--- src/rtl/epsr_pkg.sv ---
// Shared types and constants for the event publish/subscribe router.
// No dependencies; every other file of the block imports this package.
package epsr_pkg;

  // Parameter defaults
  localparam int SUBSCRIBERS_DEF       = 16;
  localparam int QUEUE_DEPTH_DEF       = 16;
  localparam int MAX_PAYLOAD_BYTES_DEF = 8;

  // Deliveries per dispatch are capped at this many
  localparam int RESULT_LIMIT = 16;
  localparam int NCOUNT_W     = $clog2(RESULT_LIMIT + 1);

  // Fixed field widths
  localparam int OP_W   = 3;
  localparam int EV_W   = 8;
  localparam int HDL_W  = 4;
  localparam int PAY_W  = 64;
  localparam int PLEN_W = 8;
  localparam int TAG_W  = 32;
  localparam int ST_W   = 3;
  localparam int SLOT_W = 4;
  localparam int LEN_W  = 4;
  localparam int PEND_W = 4;
  localparam int CNT_W  = 32;
  localparam int TOT_W  = 5;

  // Operation codes
  localparam logic [OP_W-1:0] OP_SUBSCRIBE   = 3'd0;
  localparam logic [OP_W-1:0] OP_UNSUBSCRIBE = 3'd1;
  localparam logic [OP_W-1:0] OP_PUBLISH     = 3'd2;
  localparam logic [OP_W-1:0] OP_DISPATCH    = 3'd3;
  localparam logic [OP_W-1:0] OP_FLUSH       = 3'd4;
  localparam logic [OP_W-1:0] OP_STATS       = 3'd5;

  // Result status codes
  localparam logic [ST_W-1:0] ST_OK         = 3'd0;
  localparam logic [ST_W-1:0] ST_TABLE_FULL = 3'd1;
  localparam logic [ST_W-1:0] ST_DROPPED    = 3'd2;
  localparam logic [ST_W-1:0] ST_Q_EMPTY    = 3'd3;
  localparam logic [ST_W-1:0] ST_NO_SUB     = 3'd4;

  // Controller to datapath
  typedef struct packed {
    logic accept;      // transaction taken on the request channel
    logic disp_start;  // accepted dispatch on a non-empty queue
    logic latch_q;     // capture the popped queue entry
    logic capture;     // hold the current slot as a delivery
    logic scan_inc;    // step to the next subscriber slot
    logic emit_held;   // send the held delivery, not last
    logic emit_final;  // send the final result of a dispatch
  } epsr_cmd_t;

  // Datapath to controller
  typedef struct packed {
    logic out_free;   // result register can take a transaction
    logic q_empty;    // queue holds no event
    logic no_subs;    // no subscriber slot ever used
    logic match;      // current slot is active and subscribed to the event
    logic have;       // a delivery is held
    logic scan_end;   // current slot is the last one used
    logic cap_last;   // capturing now ends the scan
  } epsr_stat_t;

endpackage

--- src/rtl/epsr_channel_if.sv ---
// Request and result channel interfaces of the event router.
// Depends on epsr_pkg for field widths.
interface epsr_req_if
  import epsr_pkg::*;
();
  logic              valid;
  logic              ready;
  logic [OP_W-1:0]   op;
  logic [EV_W-1:0]   ev_code;
  logic [HDL_W-1:0]  handle;
  logic [PAY_W-1:0]  payload;
  logic [PLEN_W-1:0] len_req;
  logic [TAG_W-1:0]  tag;

  modport source (output valid, op, ev_code, handle, payload, len_req, tag,
                  input ready);
  modport sink (input valid, op, ev_code, handle, payload, len_req, tag,
                output ready);
endinterface

interface epsr_rsp_if
  import epsr_pkg::*;
();
  logic              valid;
  logic              ready;
  logic [ST_W-1:0]   status;
  logic [SLOT_W-1:0] slot;
  logic [EV_W-1:0]   out_event_id;
  logic [PAY_W-1:0]  out_payload;
  logic [LEN_W-1:0]  out_length;
  logic [TAG_W-1:0]  out_tag;
  logic              last;
  logic [PEND_W-1:0] pending;
  logic [CNT_W-1:0]  published_count;
  logic [CNT_W-1:0]  dispatched_count;
  logic [CNT_W-1:0]  dropped_count;
  logic [TOT_W-1:0]  subscriber_total;

  modport source (output valid, status, slot, out_event_id, out_payload, out_length,
                  out_tag, last, pending, published_count, dispatched_count,
                  dropped_count, subscriber_total,
                  input ready);
  modport sink (input valid, status, slot, out_event_id, out_payload, out_length,
                out_tag, last, pending, published_count, dispatched_count,
                dropped_count, subscriber_total,
                output ready);
endinterface

--- src/rtl/epsr_ctrl.sv ---
// Controller of the event router: sequences accept, queue pop, table scan
// and result emission. Depends on epsr_pkg.
module epsr_ctrl
  import epsr_pkg::*;
(
  input  logic            clk,
  input  logic            rst,
  input  logic            req_valid,
  input  logic [OP_W-1:0] req_op,
  output logic            req_ready,
  input  epsr_stat_t      stat,
  output epsr_cmd_t       cmd
);

  typedef enum logic [5:0] {
    S_IDLE = 6'b000001,
    S_QRD  = 6'b000010,
    S_SRD  = 6'b000100,
    S_SCMP = 6'b001000,
    S_EMIT = 6'b010000,
    S_FIN  = 6'b100000
  } state_t;

  state_t state, state_next;

  always_ff @(posedge clk) begin
    if (rst) begin
      state <= S_IDLE;
    end else begin
      state <= state_next;
    end
  end

  assign req_ready = (state == S_IDLE) && stat.out_free;

  // Next state and commands
  always_comb begin
    state_next = state;
    cmd        = '0;
    case (state)
      S_IDLE: begin
        if (req_valid && req_ready) begin
          cmd.accept = 1'b1;
          if (req_op == OP_DISPATCH && !stat.q_empty) begin
            cmd.disp_start = 1'b1;
            state_next     = S_QRD;
          end
        end
      end
      S_QRD: begin
        cmd.latch_q = 1'b1;
        state_next  = stat.no_subs ? S_FIN : S_SRD;
      end
      S_SRD: begin
        state_next = S_SCMP;
      end
      S_SCMP: begin
        if (stat.match && stat.have) begin
          state_next = S_EMIT;
        end else if (stat.match) begin
          cmd.capture = 1'b1;
          if (stat.cap_last) begin
            state_next = S_FIN;
          end else begin
            cmd.scan_inc = 1'b1;
            state_next   = S_SRD;
          end
        end else if (stat.scan_end) begin
          state_next = S_FIN;
        end else begin
          cmd.scan_inc = 1'b1;
          state_next   = S_SRD;
        end
      end
      S_EMIT: begin
        if (stat.out_free) begin
          cmd.emit_held = 1'b1;
          cmd.capture   = 1'b1;
          if (stat.cap_last) begin
            state_next = S_FIN;
          end else begin
            cmd.scan_inc = 1'b1;
            state_next   = S_SRD;
          end
        end
      end
      S_FIN: begin
        if (stat.out_free) begin
          cmd.emit_final = 1'b1;
          state_next     = S_IDLE;
        end
      end
      default: begin
        state_next = S_IDLE;
      end
    endcase
  end

endmodule

--- src/rtl/epsr_dpath.sv ---
// Datapath of the event router: subscriber table, event ring, counters and
// the result register. Depends on epsr_pkg and epsr_rsp_if.
module epsr_dpath
  import epsr_pkg::*;
#(
  parameter int SUBSCRIBERS       = SUBSCRIBERS_DEF,
  parameter int QUEUE_DEPTH       = QUEUE_DEPTH_DEF,
  parameter int MAX_PAYLOAD_BYTES = MAX_PAYLOAD_BYTES_DEF
) (
  input  logic              clk,
  input  logic              rst,
  input  logic [OP_W-1:0]   op,
  input  logic [EV_W-1:0]   ev_code,
  input  logic [HDL_W-1:0]  handle,
  input  logic [PAY_W-1:0]  payload,
  input  logic [PLEN_W-1:0] len_req,
  input  logic [TAG_W-1:0]  tag,
  input  epsr_cmd_t         cmd,
  output epsr_stat_t        stat,
  epsr_rsp_if.source        rsp
);

  localparam int SW = (SUBSCRIBERS > 1) ? $clog2(SUBSCRIBERS) : 1;
  localparam int UW = $clog2(SUBSCRIBERS + 1);
  localparam int QW = $clog2(QUEUE_DEPTH);

  // Subscriber table
  logic [EV_W-1:0]        sub_event [SUBSCRIBERS];
  logic [TAG_W-1:0]       sub_tag   [SUBSCRIBERS];
  logic [SUBSCRIBERS-1:0] sub_active;
  logic [UW-1:0]          slots_used;

  // Event ring
  logic [EV_W-1:0]  queue_event   [QUEUE_DEPTH];
  logic [PAY_W-1:0] queue_payload [QUEUE_DEPTH];
  logic [LEN_W-1:0] queue_length  [QUEUE_DEPTH];
  logic [QW-1:0]    write_index;
  logic [QW-1:0]    read_index;

  logic [CNT_W-1:0] count_published;
  logic [CNT_W-1:0] count_dispatched;
  logic [CNT_W-1:0] count_dropped;

  // Scan and held delivery
  logic [SW-1:0]       scan_i;
  logic [EV_W-1:0]     sub_ev_q;
  logic [TAG_W-1:0]    sub_tag_q;
  logic [EV_W-1:0]     q_ev_q;
  logic [PAY_W-1:0]    q_pay_q;
  logic [LEN_W-1:0]    q_len_q;
  logic [EV_W-1:0]     ev_l;
  logic [PAY_W-1:0]    pay_l;
  logic [LEN_W-1:0]    len_l;
  logic [SW-1:0]       held_slot;
  logic [TAG_W-1:0]    held_tag;
  logic                have;
  logic [NCOUNT_W-1:0] n_cnt;

  // Result register
  logic              out_valid;
  logic [ST_W-1:0]   out_status;
  logic [SLOT_W-1:0] out_slot;
  logic [EV_W-1:0]   out_ev;
  logic [PAY_W-1:0]  out_pay;
  logic [LEN_W-1:0]  out_len;
  logic [TAG_W-1:0]  out_tag_r;
  logic              out_last;

  // Decode
  logic          do_sub, do_unsub, do_pub, do_disp, do_flush, do_stats, simple_load;
  logic [QW-1:0] wr_nxt, rd_nxt;
  logic          q_full, q_empty;
  logic          free_found;
  logic [SW-1:0] free_slot;
  logic          table_full;
  logic [SW-1:0] new_slot;
  logic          handle_ok;
  logic [LEN_W-1:0] clamp_len;
  logic [PAY_W-1:0] pay_mask;
  logic [QW:0]      pend;

  assign do_sub   = cmd.accept && (op == OP_SUBSCRIBE);
  assign do_unsub = cmd.accept && (op == OP_UNSUBSCRIBE);
  assign do_pub   = cmd.accept && (op == OP_PUBLISH);
  assign do_disp  = cmd.accept && (op == OP_DISPATCH);
  assign do_flush = cmd.accept && (op == OP_FLUSH);
  assign do_stats = cmd.accept && (op == OP_STATS);
  assign simple_load = do_sub || do_unsub || do_pub || do_flush || do_stats ||
                       (do_disp && q_empty);

  assign wr_nxt  = (write_index == QW'(QUEUE_DEPTH - 1)) ? '0 : write_index + 1'b1;
  assign rd_nxt  = (read_index == QW'(QUEUE_DEPTH - 1)) ? '0 : read_index + 1'b1;
  assign q_full  = (wr_nxt == read_index);
  assign q_empty = (write_index == read_index);
  assign pend    = (write_index >= read_index)
                 ? {1'b0, write_index} - {1'b0, read_index}
                 : {1'b0, write_index} + (QW+1)'(QUEUE_DEPTH) - {1'b0, read_index};

  // Lowest inactive slot below the used count
  always_comb begin
    free_found = 1'b0;
    free_slot  = '0;
    for (int i = SUBSCRIBERS - 1; i >= 0; i--) begin
      if (!sub_active[i] && (i < int'(slots_used))) begin
        free_found = 1'b1;
        free_slot  = SW'(i);
      end
    end
  end

  assign table_full = (slots_used == UW'(SUBSCRIBERS));
  assign new_slot   = free_found ? free_slot : SW'(slots_used);
  assign handle_ok  = int'(handle) < int'(slots_used);

  // Clamp length and mask bytes at and above it
  assign clamp_len = (len_req > PLEN_W'(MAX_PAYLOAD_BYTES))
                   ? LEN_W'(MAX_PAYLOAD_BYTES) : LEN_W'(len_req);
  always_comb begin
    for (int b = 0; b < 8; b++) begin
      pay_mask[b*8 +: 8] = (b < int'(clamp_len)) ? 8'hFF : 8'h00;
    end
  end

  // Table state
  always_ff @(posedge clk) begin
    if (rst) begin
      sub_active <= '0;
      slots_used <= '0;
    end else begin
      if (do_sub && (free_found || !table_full)) begin
        sub_active[new_slot] <= 1'b1;
        if (!free_found) begin
          slots_used <= slots_used + 1'b1;
        end
      end
      for (int i = 0; i < SUBSCRIBERS; i++) begin
        if (do_unsub && handle_ok && (int'(handle) == i)) begin
          sub_active[i] <= 1'b0;
        end
      end
    end
  end

  // Table memory: write on subscribe, registered read at the scan slot
  always_ff @(posedge clk) begin
    if (do_sub && (free_found || !table_full)) begin
      sub_event[new_slot] <= ev_code;
      sub_tag[new_slot]   <= tag;
    end
    sub_ev_q  <= sub_event[scan_i];
    sub_tag_q <= sub_tag[scan_i];
  end

  // Ring memory: write on publish, registered read at the read index
  always_ff @(posedge clk) begin
    if (do_pub && !q_full) begin
      queue_event[write_index]   <= ev_code;
      queue_payload[write_index] <= payload & pay_mask;
      queue_length[write_index]  <= clamp_len;
    end
    q_ev_q  <= queue_event[read_index];
    q_pay_q <= queue_payload[read_index];
    q_len_q <= queue_length[read_index];
  end

  // Ring indices and counters
  always_ff @(posedge clk) begin
    if (rst) begin
      write_index      <= '0;
      read_index       <= '0;
      count_published  <= '0;
      count_dispatched <= '0;
      count_dropped    <= '0;
    end else begin
      if (do_pub) begin
        if (q_full) begin
          count_dropped <= count_dropped + 1'b1;
        end else begin
          write_index     <= wr_nxt;
          count_published <= count_published + 1'b1;
        end
      end
      if (cmd.disp_start) begin
        read_index       <= rd_nxt;
        count_dispatched <= count_dispatched + 1'b1;
      end
      if (do_flush) begin
        read_index <= write_index;
      end
    end
  end

  // Scan position, popped event and held delivery
  always_ff @(posedge clk) begin
    if (rst) begin
      scan_i <= '0;
      have   <= 1'b0;
      n_cnt  <= '0;
    end else begin
      if (cmd.disp_start) begin
        scan_i <= '0;
        have   <= 1'b0;
        n_cnt  <= '0;
      end
      if (cmd.scan_inc) begin
        scan_i <= scan_i + 1'b1;
      end
      if (cmd.capture) begin
        have  <= 1'b1;
        n_cnt <= n_cnt + 1'b1;
      end
    end
  end

  always_ff @(posedge clk) begin
    if (cmd.latch_q) begin
      ev_l  <= q_ev_q;
      pay_l <= q_pay_q;
      len_l <= q_len_q;
    end
    if (cmd.capture) begin
      held_slot <= scan_i;
      held_tag  <= sub_tag_q;
    end
  end

  // Result register: control
  always_ff @(posedge clk) begin
    if (rst) begin
      out_valid <= 1'b0;
    end else begin
      if (simple_load || cmd.emit_held || cmd.emit_final) begin
        out_valid <= 1'b1;
      end else if (rsp.ready) begin
        out_valid <= 1'b0;
      end
    end
  end

  // Result register: payload
  always_ff @(posedge clk) begin
    if (simple_load) begin
      out_status <= ST_OK;
      out_slot   <= '0;
      out_ev     <= '0;
      out_pay    <= '0;
      out_len    <= '0;
      out_tag_r  <= '0;
      out_last   <= 1'b1;
      if (do_sub) begin
        if (free_found || !table_full) begin
          out_slot <= SLOT_W'(new_slot);
        end else begin
          out_status <= ST_TABLE_FULL;
        end
      end
      if (do_pub && q_full) begin
        out_status <= ST_DROPPED;
      end
      if (do_disp) begin
        out_status <= ST_Q_EMPTY;
      end
    end else if (cmd.emit_held || cmd.emit_final) begin
      out_ev  <= ev_l;
      out_pay <= pay_l;
      out_len <= len_l;
      if (cmd.emit_final && !have) begin
        out_status <= ST_NO_SUB;
        out_slot   <= '0;
        out_tag_r  <= '0;
      end else begin
        out_status <= ST_OK;
        out_slot   <= SLOT_W'(held_slot);
        out_tag_r  <= held_tag;
      end
      out_last <= cmd.emit_final;
    end
  end

  assign rsp.valid            = out_valid;
  assign rsp.status           = out_status;
  assign rsp.slot             = out_slot;
  assign rsp.out_event_id     = out_ev;
  assign rsp.out_payload      = out_pay;
  assign rsp.out_length       = out_len;
  assign rsp.out_tag          = out_tag_r;
  assign rsp.last             = out_last;
  assign rsp.pending          = PEND_W'(pend);
  assign rsp.published_count  = count_published;
  assign rsp.dispatched_count = count_dispatched;
  assign rsp.dropped_count    = count_dropped;
  assign rsp.subscriber_total = TOT_W'(slots_used);

  // Status to controller
  assign stat.out_free = !out_valid || rsp.ready;
  assign stat.q_empty  = q_empty;
  assign stat.no_subs  = (slots_used == '0);
  assign stat.match    = sub_active[scan_i] && (sub_ev_q == ev_l);
  assign stat.have     = have;
  assign stat.scan_end = ((UW'(scan_i) + 1'b1) == slots_used);
  assign stat.cap_last = stat.scan_end || (n_cnt == NCOUNT_W'(RESULT_LIMIT - 1));

endmodule

--- src/rtl/event_publish_subscribe_router_unit.sv ---
// Top level of the event publish/subscribe router.
// Depends on epsr_pkg, epsr_channel_if, epsr_ctrl and epsr_dpath.
//
// Usage:
//  - req carries one operation per transaction (subscribe, unsubscribe,
//    publish, dispatch one, flush, stats); rsp returns result transactions,
//    with last set on the final result of each operation. Ops 6 and 7 are
//    dropped without a result.
//  - Non-dispatch operations load their result at the accepting edge. A dispatch
//    on a non-empty ring reads the ring entry (S_QRD), then for each used subscriber
//    slot reads the table (S_SRD) and compares (S_SCMP); a match while a delivery
//    is held first sends the held one (S_EMIT). S_FIN sends the final result; at
//    most 16 deliveries.
//  - One operation is in flight at a time. req.ready is high only when idle and
//    the output register is empty or being taken at the same edge, so a result
//    the receiver has not taken holds off the next request.
//  - When the receiver stalls, the output register holds its result and the
//    scan waits at the next delivery.
//  - Synchronous reset clears the active flags, used count, ring indices,
//    counters and output valid; table and ring contents are written before use.
module event_publish_subscribe_router_unit
  import epsr_pkg::*;
#(
  parameter int SUBSCRIBERS       = SUBSCRIBERS_DEF,
  parameter int QUEUE_DEPTH       = QUEUE_DEPTH_DEF,
  parameter int MAX_PAYLOAD_BYTES = MAX_PAYLOAD_BYTES_DEF
) (
  input  logic       clk,
  input  logic       rst,
  epsr_req_if.sink   req,
  epsr_rsp_if.source rsp
);

  epsr_cmd_t  cmd;
  epsr_stat_t stat;
  logic       ready;

  assign req.ready = ready;

  epsr_ctrl u_ctrl (
    .clk       (clk),
    .rst       (rst),
    .req_valid (req.valid),
    .req_op    (req.op),
    .req_ready (ready),
    .stat      (stat),
    .cmd       (cmd)
  );

  epsr_dpath #(
    .SUBSCRIBERS       (SUBSCRIBERS),
    .QUEUE_DEPTH       (QUEUE_DEPTH),
    .MAX_PAYLOAD_BYTES (MAX_PAYLOAD_BYTES)
  ) u_dpath (
    .clk         (clk),
    .rst         (rst),
    .op          (req.op),
    .ev_code     (req.ev_code),
    .handle      (req.handle),
    .payload     (req.payload),
    .len_req     (req.len_req),
    .tag         (req.tag),
    .cmd         (cmd),
    .stat        (stat),
    .rsp         (rsp)
  );

endmodule

--- src/flat_wrapper.sv ---
// flat-port wrapper written by rule: the top's interface ports become plain ports
module event_publish_subscribe_router_unit_flat import epsr_pkg::*;
#(
  parameter int SUBSCRIBERS       = SUBSCRIBERS_DEF,
  parameter int QUEUE_DEPTH       = QUEUE_DEPTH_DEF,
  parameter int MAX_PAYLOAD_BYTES = MAX_PAYLOAD_BYTES_DEF
)
  (clk, rst, req_valid, req_op, req_ev_code, req_handle, req_payload, req_len_req, req_tag, req_ready, rsp_valid, rsp_status, rsp_slot, rsp_out_event_id, rsp_out_payload, rsp_out_length, rsp_out_tag, rsp_last, rsp_pending, rsp_published_count, rsp_dispatched_count, rsp_dropped_count, rsp_subscriber_total, rsp_ready);
  epsr_req_if req_i ();
  epsr_rsp_if rsp_i ();
  input  logic clk;
  input  logic rst;
  input wire logic [$bits(req_i.valid)-1:0] req_valid;
  input wire logic [$bits(req_i.op)-1:0] req_op;
  input wire logic [$bits(req_i.ev_code)-1:0] req_ev_code;
  input wire logic [$bits(req_i.handle)-1:0] req_handle;
  input wire logic [$bits(req_i.payload)-1:0] req_payload;
  input wire logic [$bits(req_i.len_req)-1:0] req_len_req;
  input wire logic [$bits(req_i.tag)-1:0] req_tag;
  output wire logic [$bits(req_i.ready)-1:0] req_ready;
  output wire logic [$bits(rsp_i.valid)-1:0] rsp_valid;
  output wire logic [$bits(rsp_i.status)-1:0] rsp_status;
  output wire logic [$bits(rsp_i.slot)-1:0] rsp_slot;
  output wire logic [$bits(rsp_i.out_event_id)-1:0] rsp_out_event_id;
  output wire logic [$bits(rsp_i.out_payload)-1:0] rsp_out_payload;
  output wire logic [$bits(rsp_i.out_length)-1:0] rsp_out_length;
  output wire logic [$bits(rsp_i.out_tag)-1:0] rsp_out_tag;
  output wire logic [$bits(rsp_i.last)-1:0] rsp_last;
  output wire logic [$bits(rsp_i.pending)-1:0] rsp_pending;
  output wire logic [$bits(rsp_i.published_count)-1:0] rsp_published_count;
  output wire logic [$bits(rsp_i.dispatched_count)-1:0] rsp_dispatched_count;
  output wire logic [$bits(rsp_i.dropped_count)-1:0] rsp_dropped_count;
  output wire logic [$bits(rsp_i.subscriber_total)-1:0] rsp_subscriber_total;
  input wire logic [$bits(rsp_i.ready)-1:0] rsp_ready;
  assign req_i.valid = req_valid;
  assign req_i.op = req_op;
  assign req_i.ev_code = req_ev_code;
  assign req_i.handle = req_handle;
  assign req_i.payload = req_payload;
  assign req_i.len_req = req_len_req;
  assign req_i.tag = req_tag;
  assign req_ready = req_i.ready;
  assign rsp_valid = rsp_i.valid;
  assign rsp_status = rsp_i.status;
  assign rsp_slot = rsp_i.slot;
  assign rsp_out_event_id = rsp_i.out_event_id;
  assign rsp_out_payload = rsp_i.out_payload;
  assign rsp_out_length = rsp_i.out_length;
  assign rsp_out_tag = rsp_i.out_tag;
  assign rsp_last = rsp_i.last;
  assign rsp_pending = rsp_i.pending;
  assign rsp_published_count = rsp_i.published_count;
  assign rsp_dispatched_count = rsp_i.dispatched_count;
  assign rsp_dropped_count = rsp_i.dropped_count;
  assign rsp_subscriber_total = rsp_i.subscriber_total;
  assign rsp_i.ready = rsp_ready;
  event_publish_subscribe_router_unit #(.SUBSCRIBERS(SUBSCRIBERS), .QUEUE_DEPTH(QUEUE_DEPTH), .MAX_PAYLOAD_BYTES(MAX_PAYLOAD_BYTES)) u_core (.clk(clk), .rst(rst), .req(req_i), .rsp(rsp_i));
endmodule
--- config.mk ---
export PLATFORM = sky130hd
export DESIGN_NAME = event_publish_subscribe_router_unit_flat
export DESIGN_NICKNAME = d
export VERILOG_FILES = /design/src/rtl/epsr_pkg.sv /design/src/rtl/epsr_channel_if.sv /design/src/rtl/epsr_ctrl.sv /design/src/rtl/epsr_dpath.sv /design/src/rtl/event_publish_subscribe_router_unit.sv /design/src/flat_wrapper.sv
export SDC_FILE = /design/constraint.sdc
export NUM_CORES = 2
export LEC_CHECK = 0
export BUFFER_PORTS_ARGS = -buffer_cell sky130_fd_sc_hd__clkbuf_2
export CORE_ASPECT_RATIO = 0.9
export CORE_MARGIN = 3
export CORE_UTILIZATION = 30
export DETAILED_ROUTE_END_ITERATION = 6
export PLACE_DENSITY = 0.54
export SETUP_SLACK_MARGIN = 0.15
export SLEW_MARGIN = 20
export SYNTH_ARGS = -nofsm -noshare
export SYNTH_HDL_FRONTEND = slang
export SYNTH_HIERARCHICAL = 1
export SYNTH_SLANG_ARGS = --single-unit
--- constraint.sdc ---
create_clock -name clk -period 19.8 [get_ports clk]
set_input_delay 2.97 -clock clk [delete_from_list [all_inputs] [get_ports clk]]
set_output_delay 2.97 -clock clk [all_outputs]
set_load 0.1 [all_outputs]
Yosys cells after proc, flatten, opt, wreduce, memory -nomap -nowiden

Memory sizes are Yosys's and may differ from the RTL's. A register that Yosys moved wholly into a read port is not among the register bits.
Index checks and enable logic that the tools add are counted.

RAM bits: 1856
Output and inout port bits: 223
Memories kept: 5
Flip-flop bits (word level): 370
Word-level logic and storage cells: 338
Input port bits: 123

$add $sub $neg: 12
Mux-type cells: 100
Bitwise operators: 4
Reductions and logical operators: 110
Equality and inequality tests: 38
Magnitude comparators: 30

Memory list:

| name                         | depth | bits a word | read ports | clocked after Yosys merged registers in | write ports | line             | source |
|---|---|---|---|---|---|---|---|
| u_core.u_dpath.queue_payload | 16    | 64          | 1          | 1                                       | 1           | epsr_dpath.sv:35 | `logic [PAY_W-1:0] queue_payload [QUEUE_DEPTH];` |
| u_core.u_dpath.sub_tag       | 16    | 32          | 1          | 1                                       | 1           | epsr_dpath.sv:29 | `logic [TAG_W-1:0] sub_tag [SUBSCRIBERS];` |
| u_core.u_dpath.queue_event   | 16    | 8           | 1          | 1                                       | 1           | epsr_dpath.sv:34 | `logic [EV_W-1:0] queue_event [QUEUE_DEPTH];` |
| u_core.u_dpath.sub_event     | 16    | 8           | 1          | 1                                       | 1           | epsr_dpath.sv:28 | `logic [EV_W-1:0] sub_event [SUBSCRIBERS];` |
| u_core.u_dpath.queue_length  | 16    | 4           | 1          | 1                                       | 1           | epsr_dpath.sv:36 | `logic [LEN_W-1:0] queue_length [QUEUE_DEPTH];` |

Operators with widths:

| kind                                                                   | count |
|---|---|
| 4-bit two-way mux                                                      | 30 |
| 32-bit by 1-bit adder with 32-bit output (second input constant)       | 3 |
| 64-bit AND                                                             | 1 |
| 8-bit two-way mux                                                      | 8 |
| 6-bit two-way mux                                                      | 9 |
| 1-bit logical AND                                                      | 50 |
| 4-bit equality test (second input constant)                            | 10 |
| 4-bit by 5-bit < comparator with 1-bit output (first input constant)   | 8 |
| 1-bit two-way mux                                                      | 37 |
| 6-bit case mux with 6 select lines                                     | 1 |
| 32-bit two-way mux                                                     | 1 |
| 2-bit OR reduction                                                     | 16 |
| 1-bit zero test                                                        | 21 |
| 3-bit by 5-bit < comparator with 1-bit output (first input constant)   | 4 |
| 3-bit two-way mux                                                      | 6 |
| 4-bit by 1-bit adder with 4-bit output (second input constant)         | 4 |
| 4-bit by 3-bit equality test with 1-bit output (second input constant) | 4 |
| 3-bit by 4-bit < comparator with 1-bit output (first input constant)   | 4 |
| 16-bit OR                                                              | 1 |
| 1-bit logical OR                                                       | 11 |
| 5-bit by 1-bit adder with 5-bit output (second input constant)         | 2 |
| 1-bit by 5-bit < comparator with 1-bit output (first input constant)   | 2 |
| 2-bit by 5-bit < comparator with 1-bit output (first input constant)   | 2 |
| 4-bit by 5-bit < comparator with 1-bit output (second input constant)  | 2 |
| other kinds (38)                                                       | 57 |

Longest topological paths before layout

Depth in word-level cells: 24
Mapped depth: 16
Mapped depth without buffers: 14

Cells and area by module

Netlist, hierarchy kept.

Modules (own cells, without submodules):

| module     | instances | sequential area each (um2) | area an instance (um2) | cells an instance |
|---|---|---|---|---|
| epsr_dpath | 1         | 66533.8                    | 86932.1                | 4288 |
| epsr_ctrl  | 1         | 120.1                      | 558.0                  | 73 |

Worst setup path after synthesis

No wires, ideal clock.

Path type: input to register
From: in rsp_ready
To: mem u_core.u_dpath.queue_event[0][0] (enable)
Stages: 9
Data arrival time: 9.781 ns
Library setup time: 0.603 ns
Data required time: 19.197 ns
Setup slack: 9.416 ns
Path buffers: 2
Cell sequence: nand2b_1 -> clkbuf_2 -> and3_1 -> nor2b_1 -> nand3b_1 -> a21oi_1 -> clkbuf_1 -> nand2_1 -> nor3_1

RTL lines:

| element     | line               | source |
|---|---|---|
| from (decl) | flat_wrapper.sv:34 | `input wire logic [$bits(rsp_i.ready)-1:0] rsp_ready;` |
| to (decl)   | epsr_dpath.sv:34   |  |

==> flow_metrics.env <==
export IMPL_outcome="finished clean"
export IMPL_grtUsageMet2_pct=21.57
export IMPL_grt_pass1_vias=44160
export IMPL_viasPerCell=4.879
export IMPL_core_um2=289400
export IMPL_start_util_pct=30.23
export IMPL_met1_usage_pct=20.43
export IMPL_finClkSkew_ns=0.1028
export IMPL_crit_path_frequent_cell="clkbuf_2"
export IMPL_met3_usage_pct=2.998
export IMPL_io_buffers=345
export IMPL_routed_wl_um=213900
export IMPL_vias=43450
export IMPL_rows=187
export IMPL_holdPathEnd="u_core/u_dpath/pay_l[32]"
export IMPL_crit_chain="clkbuf_2, nand2b_1, and2_1, clkbuf_2"
export IMPL_period_needed_ns=7.013
export IMPL_ys_async_sr_fraction_pct=0
export IMPL_critPathMaxFanout=10
export IMPL_power_total_mw=10.27
export IMPL_synthTopCellsByArea="edfxtp_1 (68%), mux4_2 (15%), dfxtp_1 (8.4%)"
export IMPL_die_area_um2=298200
export IMPL_final_layout_size_suffix_gt1_share_pct=29.21
export IMPL_ys_types=79
export IMPL_end_kind="output pin"
export IMPL_clock_path_buffers=4
export IMPL_cp_slowest_stage_delay_ns=0.45
export IMPL_synth_edf_count=1975
export IMPL_cp_required_ns=16.83
export IMPL_r2r_end="u_core/u_dpath/sub_tag[6][12]"
export IMPL_ys_ff_latch=2342
export IMPL_fin_tns_setup_ns=0
export IMPL_synthFlopType="edfxtp_1"
export IMPL_slew_headroom_pct=28.63
export IMPL_ctsHoldBuffers=0
export IMPL_regToRegSetupSlack_ns=14.89
export IMPL_final_max_slew_viol_count=0
export IMPL_rr_worst_depth=11
export IMPL_grt_busiest_layer="met2"
export IMPL_placed_area_um2=94180
export IMPL_clk_pin_slew_ns=0.06
export IMPL_overflow=0
export IMPL_p_leak_nw=31.93
export IMPL_post_route_drc_count=0
export IMPL_syn_area_per_cell_um2=20.06
export IMPL_max_freq_mhz=142.6
export IMPL_grt_start_max_net_pins=104
export IMPL_cts_resized=0
export IMPL_synth_top_area_cell="edfxtp_1"
export IMPL_multiInputGateArea_um2=20120
export IMPL_yosysSeqAreaShare_pct=76.18
export IMPL_fin_ws_ns=12.79
export IMPL_post_cts_setup_buffers=0
export IMPL_final_nets=4969
export IMPL_seqCellArea_um2=66680
export IMPL_h_tree_depth=4
export IMPL_first_pass_iters=5
export IMPL_grt_pass1_wl_um=312800
export IMPL_syn_area_um2=87490
export IMPL_path_buf_inv=2
export IMPL_postLayoutCellArea_um2=102400
export IMPL_yosys_warnings=6
export IMPL_synth_top_cell_area_share_pct=67.79
export IMPL_die_x_um=575.2
export IMPL_fin_cells=8906
export IMPL_num_io_pins=346
export IMPL_p_per_area_nw_per_um2=100.3
export IMPL_antenna_found_initial=32
export IMPL_maxCapViolCount=0
export IMPL_crit_type="in2out"
export IMPL_ys_top_cells_by_count="edfxtp_1 (1975), mux4_2 (585), dfxtp_1 (367), nand2_1 (274), a21oi_1 (168)"
export IMPL_insertion_delay_ns=0.91
export IMPL_synth_nets=4504
export IMPL_dp_hpwl_um=125500
export IMPL_drtAntennaViolNets=0
export IMPL_cts_root_buf="clkbuf_16"
export IMPL_cp_slowest_cell="clkbuf_2"
export IMPL_place_ws_ns=12.49
export IMPL_min_path_type="reg2reg"
export IMPL_holdPathStages=0
export IMPL_cp_data_arrival_time_ns=4.04
export IMPL_cpLargestDelayFamily="simple AND/OR/NAND/NOR gates"
export IMPL_wl_per_cell_um=24.01
export IMPL_startpoint_type="input pin"
export IMPL_fillers=26910
export IMPL_cts_made_buffers=244
export IMPL_placed_cells=8452
export IMPL_hold_violations=0
export IMPL_ir_drop_uv=73.83
export IMPL_cts_tree="yes"
export IMPL_clock_sinks=2342
export IMPL_drt_iter0_markers=3938
export IMPL_setup_violations=0
export IMPL_grt_use_total_pct=14.05
export IMPL_hold_ws_ns=0.3859
export IMPL_syn2layout_area_growth_pct=17.04
export IMPL_r2r_start="u_core/u_ctrl/state[3]"
export IMPL_die_h_um=518.3
export IMPL_fin_crit_sh_pct=35.42
export IMPL_rsz0062_at_grt="no"
export IMPL_synth_most_common_cell="edfxtp_1"
export IMPL_gp_congestion=0.7928
export IMPL_worst_pin_slew_ns=1.068
export IMPL_fin_util_pct=35.38
export IMPL_syn_instance_count=4361
export IMPL_hold_start="u_core/u_dpath/q_pay_q[32]"
-- final cells by class --
type	count	share of cell area [%]
flip-flops and latches	2342	65.12
multi-input cells	1765	19.65
clock buffers	322	6.625
well taps	3874	4.734
repair buffers	432	2.386
clock inverters	127	1.325
inverters	41	0.1552
diodes	3	0.007332
-- cells by family (layout without fill, tap and decap cells) --
group / Yosys count / after routing / share of synthesized area, %
AOI/OAI and AO/OA: 320 / 320 / 2.181
xor gates and xnor gates: 93 / 93 / 0.9310
adders and majority gates: 20 / 20 / 0.2946
buffers and inverters: 254 / 922 / 1.138
DFF: 2342 / 2342 / 76.18
muxes: 591 / 591 / 15.13
other: 0 / 3 / 0
and+or+nand+nor: 741 / 741 / 4.143
-- worst reg2reg max path, stage by stage, from the launching register on --
cell      delay, ns
dfxtp_1        0.38
nor3_1         0.24
and3_1         0.36
and3_1         0.25
nor2b_1        0.28
and2_1         0.32
nor2b_1        0.36
nor4b_1        0.67
o211ai_1       0.50
or4_4          0.57
inv_2          0.06
buf_4          0.54
-- worst max path at each step --
stage | startpoint | end | slack (ns) | cells after the start
finish | rsp_ready | req_ready | 12.79 | 4
global placement | rsp_ready | u_core/u_dpath/sub_tag[6][1] | 12.54 | 11
global route | rsp_ready | req_ready | 12.75 | 4
CTS | rsp_ready | req_ready | 12.78 | 4
detailed placement | rsp_ready | u_core/u_dpath/sub_tag[6][1] | 12.49 | 11
floorplan | rsp_ready | u_core/u_dpath/queue_event[0][0] | 9.42 | 9
-- metal layers --
layer	part of all wire (%)	vias to the layer above
met2	46	1396
met3	7.0	309
met1	45	23110
met4	2.1	4
li1	-	18630
met5	0.0094	-
-- power by group --
part	internal, mW	leakage [nW]	switching [mW]	total [mW]
clock	2.71	4.02	1.89	4.60
sequential	5.37	20.8	0.0153	5.38
combinational	0.0996	7.14	0.183	0.283
total	8.18	31.9	2.09	10.3
-- sequential cells by signal, summed over array words and instances (netlist names), 64 cells and up --
| register | count |
|---|---|
| u_core/u_dpath/rsp.out_payload | 64 |
| u_core/u_dpath/sub_event | 128 |
| u_core/u_dpath/pay_l | 64 |
| u_core/u_dpath/queue_event | 128 |
| u_core/u_dpath/sub_tag | 512 |
| u_core/u_dpath/queue_length | 64 |
| u_core/u_dpath/queue_payload | 1024 |
| u_core/u_dpath/q_pay_q | 64 |
-- placed cells by master (no fill, tap or decap), types with 39 or more instances in the layout --
master     instances
buf_4             83
a21oi_1          168
dfxtp_1          360
clkbuf_1          44
edfxtp_1        1975
clkinv_2          52
clkbuf_16        248
mux4_2           585
xor2_1            43
nand3_1           40
clkbuf_2         344
nand2_1          274
xnor2_1           50
nor2_1           122
inv_1             39
o21ai_0           49
and2_1            52
(Power assumes the default switching activity.)
